===== src/hw/rtl/assert_macros.svh =====
// Assertion macros shared by the RTL files.
`ifndef ASSERT_MACROS_SVH
`define ASSERT_MACROS_SVH
`ifndef SYNTHESIS
`define ASSERT_IMPL(label, clk, rst_n, prop) \
  label: assert property (@(posedge clk) disable iff (!rst_n) prop) \
    else $error("assertion failed");
`define ASSERT_NEVER(label, clk, rst_n, cond) \
  label: assert property (@(posedge clk) disable iff (!rst_n) !(cond)) \
    else $error("forbidden condition");
`else
`define ASSERT_IMPL(label, clk, rst_n, prop)
`define ASSERT_NEVER(label, clk, rst_n, cond)
`endif
`endif


===== src/hw/rtl/lphm_pkg.sv =====
// ---------------------------------------------------------------------------
// lphm_pkg
// Shared types and codes for the linear probing hash map.
// ---------------------------------------------------------------------------
`timescale 1ns / 1ps
package lphm_pkg;
  localparam int TABLE_DEPTH = 256;

  localparam logic [1:0] MODE_GET = 2'd0;
  localparam logic [1:0] MODE_PUT = 2'd1;
  localparam logic [1:0] MODE_REMOVE = 2'd2;
  localparam logic [1:0] MODE_UNUSED = 2'd3;

  localparam logic [1:0] STAT_OK = 2'd0;
  localparam logic [1:0] STAT_MISS = 2'd1;
  localparam logic [1:0] STAT_FULL = 2'd2;

  localparam logic [1:0] SLOT_EMPTY = 2'd0;
  localparam logic [1:0] SLOT_OCCUPIED = 2'd1;
  localparam logic [1:0] SLOT_DELETED = 2'd2;

  typedef struct packed {
    logic load;      // capture request
    logic hash_step; // fold one key byte
    logic div_init;  // start modulo
    logic div_step;  // one remainder bit
    logic rd;        // issue slot read
    logic advance;   // next probe slot
    logic wr_fill;   // write key/value, occupied
    logic wr_upd;    // write value
    logic wr_del;    // mark deleted
    logic finish;    // emit result
    logic set_full;  // status full
    logic set_miss;  // status miss
  } lphm_cmd_t;

  typedef struct packed {
    logic hash_last;
    logic div_last;
    logic probe_last;
    logic [1:0] slot_st;
    logic key_eq;
    logic [1:0] mode;
  } lphm_sts_t;
endpackage


===== src/hw/rtl/lphm_ctrl.sv =====
// ---------------------------------------------------------------------------
// lphm_ctrl
// Sequencer for hash, modulo, probe walk and slot update.
// ---------------------------------------------------------------------------
`timescale 1ns / 1ps
`include "assert_macros.svh"
module lphm_ctrl (
  input  logic                clk,
  input  logic                rst_n,
  input  logic                start,
  output logic                busy,
  input  lphm_pkg::lphm_sts_t sts,
  output lphm_pkg::lphm_cmd_t cmd
);
  typedef enum logic [2:0] {S_IDLE, S_HASH, S_DIV, S_RD, S_WAIT, S_EVAL, S_DONE} state_t;
  state_t state_r, state_nxt;

  always_comb begin
    cmd = '0;
    state_nxt = state_r;
    case (state_r)
      S_IDLE: begin
        if (start) begin
          cmd.load = 1'b1;
          state_nxt = S_HASH;
        end
      end
      S_HASH: begin
        cmd.hash_step = 1'b1;
        if (sts.hash_last) begin
          cmd.div_init = 1'b1;
          state_nxt = S_DIV;
        end
      end
      S_DIV: begin
        cmd.div_step = 1'b1;
        if (sts.div_last) begin
          state_nxt = S_RD;
        end
      end
      S_RD: begin
        cmd.rd = 1'b1;
        state_nxt = S_WAIT;
      end
      S_WAIT: state_nxt = S_EVAL;
      S_EVAL: begin
        state_nxt = S_DONE;
        if (sts.mode == lphm_pkg::MODE_PUT) begin
          if (sts.slot_st != lphm_pkg::SLOT_OCCUPIED) begin
            cmd.wr_fill = 1'b1;
            cmd.finish = 1'b1;
          end else if (sts.key_eq) begin
            cmd.wr_upd = 1'b1;
            cmd.finish = 1'b1;
          end else if (sts.probe_last) begin
            cmd.finish = 1'b1;
            cmd.set_full = 1'b1;
          end else begin
            cmd.advance = 1'b1;
            state_nxt = S_RD;
          end
        end else if (sts.mode == lphm_pkg::MODE_GET || sts.mode == lphm_pkg::MODE_REMOVE) begin
          if (sts.slot_st == lphm_pkg::SLOT_EMPTY ||
              (sts.slot_st == lphm_pkg::SLOT_DELETED && sts.key_eq)) begin
            cmd.finish = 1'b1;
            cmd.set_miss = 1'b1;
          end else if (sts.slot_st == lphm_pkg::SLOT_OCCUPIED && sts.key_eq) begin
            cmd.finish = 1'b1;
            cmd.wr_del = (sts.mode == lphm_pkg::MODE_REMOVE);
          end else if (sts.probe_last) begin
            cmd.finish = 1'b1;
            cmd.set_miss = 1'b1;
          end else begin
            cmd.advance = 1'b1;
            state_nxt = S_RD;
          end
        end else begin
          cmd.finish = 1'b1;
          cmd.set_miss = 1'b1;
        end
      end
      S_DONE: state_nxt = S_IDLE;
      default: state_nxt = S_IDLE;
    endcase
  end

  always_ff @(posedge clk) begin
    if (!rst_n) begin
      state_r <= S_IDLE;
    end else begin
      state_r <= state_nxt;
    end
  end

  assign busy = (state_r != S_IDLE);

  `ASSERT_IMPL(a_start_load, clk, rst_n, (start && !busy) |-> cmd.load)
  `ASSERT_IMPL(a_finish_done, clk, rst_n, cmd.finish |=> (state_r == S_DONE))
  `ASSERT_NEVER(a_finish_idle, clk, rst_n, cmd.finish && state_r != S_EVAL)
endmodule


===== config.mk =====
export PLATFORM = sky130hd
export DESIGN_NAME = lphm_ctrl
export DESIGN_NICKNAME = d
export VERILOG_FILES = /design/src/hw/rtl/lphm_pkg.sv /design/src/hw/rtl/lphm_ctrl.sv
export VERILOG_INCLUDE_DIRS = /design/src /design/src/hw/rtl
export SDC_FILE = /design/constraint.sdc
export NUM_CORES = 1
export LEC_CHECK = 0
export BUFFER_PORTS_ARGS = -buffer_cell sky130_fd_sc_hd__buf_2
export CAP_MARGIN = 0
export CORE_AREA = 3 3 40 42
export CTS_CLUSTER_SIZE = 12
export DETAILED_ROUTE_END_ITERATION = 16
export DIE_AREA = 0 0 43 45
export GPL_TIMING_DRIVEN = 0
export PLACE_DENSITY = 0.57
export SLEW_MARGIN = 0
export SYNTH_ARGS = -nofsm -noshare
export SYNTH_HDL_FRONTEND = slang
export SYNTH_SLANG_ARGS = --single-unit

===== constraint.sdc =====
create_clock -name clk -period 1.45 [get_ports clk]
set_input_delay 0.0725 -clock clk [delete_from_list [all_inputs] [get_ports clk]]
set_output_delay 0.0725 -clock clk [all_outputs]
set_load 0.03 [all_outputs]

==> results of run 1 <==
## worst max-delay path, delay by kind of cell, from the launching register on
family | cells | cell delay, ns
DFF | 1 | 0.34
and+or+nand+nor | 3 | 0.68
buffers and inverters | 2 | 0.23
## synthesized netlist by cell type, drive strengths merged, types with 2 or more instances
cell   instances
o21ai          2
nor2           8
a21oi          3
inv            8
dfxtp          3
nor3           3
nor4b          2
or3            3
nand2          2
## final cells by class
type	instances	share of cell area [%]
multi-input cells	37	44.17
repair buffers	35	34.83
inverters	8	4.668
flip-flops and latches	3	9.874
clock buffers	4	3.770
well taps	15	2.693
## repair_timing
| action | CTS | global route |
|---|---|---|
| setup buffers | 3 | 10 |
| resized for setup | 14 | 13 |
| pin swaps | 1 | 4 |
| setup endpoints to repair | 4 | 6 |
## path summary, 6_finish.rpt
kind | from | to | slack [ns] | cells after the start
max reg2reg | state_r[1] | state_r[0] | 0.21 | 3
max | state_r[1] | cmd[1] | -0.12 | 5
min reg2reg | state_r[2] | state_r[2] | 0.65 | 3
min | rst_n | state_r[1] | 0.08 | 2
## per-layer routing
metal / GRT usage, % / wire length [um]
met1: 13.98 / 458
met2: 19.16 / 648
met3: 1.594 / 92
met4: 9.036 / 35
met5: 0 / 0
## cells by family (layout without fill, tap and decap cells)
logic type	Yosys count	count (layout)	synth area share [%]
simple gates	24	24	42.71
compound gates	13	13	28.83
buf+inv	9	47	10.95
flops	3	3	17.52
## stage by stage
stage / TNS [ns] / cells / power, W / instance area [sq um] / hold slack [ns]
6_report: -0.1747 / 102 / 0.0004715 / 696.9 / 0.07752
5_1_grt: -0.4238 / 102 / 0.0005070 / 696.9 / 0.09669
4_1_cts: -0.2893 / 94 / 0.0004444 / 598.1 / 0.06768
3_5_place_dp: -0.07378 / 87 / 0.0002662 / 504.2 / 0.3148
3_3_place_gp: -0.06108 / 87 / 0.0002656 / 504.2 / 0.3133
2_1_floorplan: -0.001697 / 49 / 0.0002114 / 370.4 / 0.1900
## where the power goes
group	internal, W	switching (W)	total, W
clock network	0.000103	0.0000447	0.000148
registers	0.0000919	0.0000116	0.000104
logic	0.0000949	0.000125	0.000220
total	0.000290	0.000181	0.000471
==> impl_metrics.json, run 1 <==
{
  "vias_per_cell": 5.098,
  "yosysTopAreaCell": "dfxtp_1",
  "setup_viol": 3,
  "place_congestion": 0.7634,
  "postCtsHoldBufs": 0,
  "vias": 520,
  "slowest_stage": "or3_4",
  "synth_edf_count": 0,
  "synthCells": 49,
  "cts-root-buf": "clkbuf_4",
  "htreeDepth": 1,
  "wl_mm": 1.234,
  "drc": 0,
  "worst_slew_pin_slew_ns": 0.3816,
  "die-height_um": 45,
  "synth_nets": 60,
  "grt_max_degree": 10,
  "outcome": "finished, violations left",
  "grt_usage_pct": 11.74,
  "crit_type": "reg2out",
  "path_cells": "inv_4, nand3_4, or3_4, nor4b_4, buf_6",
  "top_register": "state_r",
  "yosysWarnings": 0,
  "final_layout_size_suffix_gt1_share_pct": 65.52,
  "yosys.area.top_type_share_pct": 17.52,
  "regArea_sq_um": 68.82,
  "arrival_ns": 1.50,
  "overflow": 0,
  "min_period_ns": 1.569,
  "grt_pass1_wl_mm": 1.690,
  "cts_made_buffers": 3,
  "port-buffer-count": 23,
  "wl_per_cell_um": 12.10,
  "rsz0062_at_grt": "true",
  "placementRows": 13,
  "synthArstFlopShare_pct": 0,
  "die_w_um": 43,
  "hold_viol": 0,
  "final_common_cell": "buf_2",
  "seq_area_frac_synth_pct": 17.52,
  "final_cell_mix": "17 x buf_2, 12 x buf_4, 6 x nor2_1, 6 x buf_6, 5 x inv_1",
  "synth-seq-cells": 3,
  "path_max_fanout": 4,
  "synth.distinct_cells": 25,
  "start_util_pct": 26.68,
  "cts_tree": "built",
  "slew_viol_final": 0,
  "place_ws_ns": -0.07378,
  "clk_latency_ns": 0.23,
  "cp-start-kind": "register",
  "synth.area.top_cells": "dfxtp_1 18%, nor2_1 8.8%, nor4b_2 8.8%",
  "largest_reg_flops": 3,
  "grt_pass1_vias": 404,
  "power.leakage_nw": 0.3322,
  "n_fill_cell": 134,
  "diodes": 0,
  "slowest_delay_ns": 0.37,
  "required_ns": 1.38,
  "antenna_found_initial": 0,
  "avgSynthCellArea_sq_um": 6.997,
  "violations": "setup timing",
  "core_area_sq_um": 1285,
  "dieArea_sq_um": 1935,
  "drt_iter0_drc": 2,
  "utilization_pct": 54.24,
  "fin_skew_ns": 0.0009157,
  "area_growth_pct": 103.3,
  "path_clk_slew_ns": 0.04,
  "max-slew-margin-rel_pct": 74.56,
  "syn_area_sq_um": 342.8,
  "synth_ff_type": "dfxtp_1",
  "numClockSinks": 3,
  "irDropWorstVdd_v": 0.0003964,
  "multi_input_area_sq_um": 307.8,
  "holdCritPathClass": "in2reg",
  "drt_pre_antenna_iters": 2,
  "top_regs": "state_r (3)",
  "finalCritPeriodShare_pct": 108.2,
  "drtAntennaViolNets": 0,
  "critPathCaptureType": "primary output",
  "fin_nets": 99,
  "max_freq_ghz": 0.6375,
  "dp_hpwl_um": 748.5,
  "maxCapViolCount": 0,
  "ios": 24,
  "clockBufferDepth": 2,
  "pwr_density_cell_nw_per_um2": 676.5,
  "fin_ws_ns": -0.1185
}
No activity file was read; power rests on OpenSTA's default activity.
==> run 2: changes to the inputs <==
clock period = 2.01 ns   (was 1.45 ns; I/O delays follow)
==> run 2 against run 1 <==
The flow now finishes without violations. Hold slack improved by 0.032 ns. Cell area shrank 28%. Sequential power shrank 30%. Clock-buffer cell count unchanged. Via count is 17% lower. Clock skew is 0.0037 ns higher. Clock power down 28%. Final cell count down 11%. Flip-flop and latch count did not move. Wire length fell by 24%. First-iteration DRC count fell by 100%. Largest cell class unchanged. Highest routed layer is now met3.
==> impl_metrics.json, run 2 (synthesis results as in run 1) <==
{
  "wl_um": 941,
  "power.switching_w": 0.0001105,
  "crit_type": "reg2out",
  "max-slew-margin-rel_pct": 76.38,
  "overflow": 0,
  "power_frac_seq_pct": 25.2,
  "required_ns": 1.91,
  "top_regs": "state_r (3)",
  "whs_ns": 0.1099,
  "post_cts_resize_count": 0,
  "hold_viol": 0,
  "final_common_cell": "buf_2",
  "setup_viol": 0,
  "min_period_ns": 1.739,
  "path_cells": "nand3_2, or3_1, nor4b_2, buf_2",
  "diodes": 0,
  "cts_setup_buffers": 0,
  "power.leakage_nw": 0.2584,
  "arrival_ns": 1.64,
  "n_fill_cell": 140,
  "top_register": "state_r",
  "path_delay_family": "simple AND/OR/NAND/NOR gates",
  "largest_reg_flops": 3,
  "drtAntennaViolNets": 0,
  "numClockSinks": 3,
  "critPathCaptureType": "primary output",
  "placementRows": 13,
  "place_ws_ns": 0.5105,
  "path_max_fanout": 6,
  "comb_power_share_pct": 38.3,
  "outcome": "complete, no violations",
  "core_area_sq_um": 1285,
  "wl_per_cell_um": 10.34,
  "cts-root-buf": "clkbuf_4",
  "place_congestion": 0.7289,
  "worst_slew_pin_slew_ns": 0.3543,
  "slowest_delay_ns": 0.42,
  "vias_per_cell": 4.769,
  "final_cell_mix": "23 x buf_2, 8 x nor2_1, 6 x inv_1",
  "cp-start-kind": "register",
  "die-height_um": 45,
  "fin_nets": 88,
  "slew_viol_final": 0,
  "fin_skew_ns": 0.004635,
  "clockBufferDepth": 2,
  "fin_ws_ns": 0.2708,
  "area_growth_pct": 46.72,
  "cp_num_buf_inv": 1,
  "drt_iter0_drc": 0,
  "grt_pass1_vias": 378,
  "multi_input_area_sq_um": 245.2,
  "dieArea_sq_um": 1935,
  "cts_tree": "built",
  "finalCritPeriodShare_pct": 86.53,
  "irDropWorstVdd_v": 0.0002839,
  "port-buffer-count": 23,
  "cts_made_buffers": 3,
  "grt_max_degree": 11,
  "slowest_stage": "dfxtp_1",
  "drt_pre_antenna_iters": 1,
  "grt_pass1_wl_mm": 1.559,
  "rsz0062_at_grt": "false",
  "p_int_w": 0.0001795,
  "dp_hpwl_um": 750.8,
  "antenna_found_initial": 0,
  "ios": 24,
  "total_power_w": 0.0002901,
  "drc": 0,
  "postCtsHoldBufs": 0,
  "start_util_pct": 26.68,
  "final_layout_size_suffix_gt1_share_pct": 44.74,
  "grt_usage_pct": 10.32,
  "clkPwrFrac_pct": 36.5,
  "htreeDepth": 1,
  "vias": 434,
  "final.setup.tns_ns": 0,
  "max_freq_ghz": 0.5750,
  "maxCapViolCount": 0,
  "holdCritPathClass": "in2reg",
  "die_w_um": 43,
  "pwr_density_cell_nw_per_um2": 576.7,
  "regArea_sq_um": 60.06,
  "clk_latency_ns": 0.23,
  "path_clk_slew_ns": 0.04,
  "swShare_pct": 38.11
}
-- run 2: stage by stage --
stage	instances	cell area, sq um	util (%)
final	91	503.0	39.14
after floorplan	49	342.8	-
after detailed placement	87	476.7	37.10
after global routing	91	503.0	39.14
after CTS	91	503.0	39.14
after global placement	87	476.7	37.10
-- run 2: final timing paths --
kind / slack [ns] / depth (start not counted) / from / endpoint
setup / recovery: 0.27 / 4 / state_r[0] / cmd[1]
hold / removal: 0.11 / 2 / rst_n / state_r[1]
setup reg to reg: 0.84 / 3 / state_r[2] / state_r[0]
hold reg to reg: 0.62 / 2 / state_r[1] / state_r[1]
-- run 2: cell type report --
class | count | area share, %
Clock buffer | 4 | 5.224
Inverter | 8 | 5.970
Multi-Input combinational cell | 37 | 48.76
Buffer | 1 | 1.493
Tap cell | 15 | 3.731
Sequential cell | 3 | 11.94
Timing Repair Buffer | 23 | 22.89
-- run 2: worst reg2reg max path, cell delays in order (launching register included) --
cell      delay (ns)
dfxtp_1         0.29
buf_4           0.15
or3_1           0.39
o2111a_1        0.24
-- run 2: per-layer routing --
metal / track usage (%) / vias to the layer above / routed length (um)
met4: 5.422 / 0 / 0
met3: 1.594 / 0 / 75
met2: 16.47 / 18 / 423
li1: - / 230 / -
met1: 13.49 / 186 / 442
met5: 0 / - / 0
-- run 2: power by group through the flow --
stage	registers, W	logic (W)	clock network, W
after floorplan	0.0000723	0.0000748	0
after global placement	0.0000735	0.000112	0
after detailed placement	0.0000737	0.000112	0
after CTS	0.0000728	0.000113	0.000112
after global routing	0.0000740	0.000122	0.000118
final	0.0000732	0.000111	0.000106
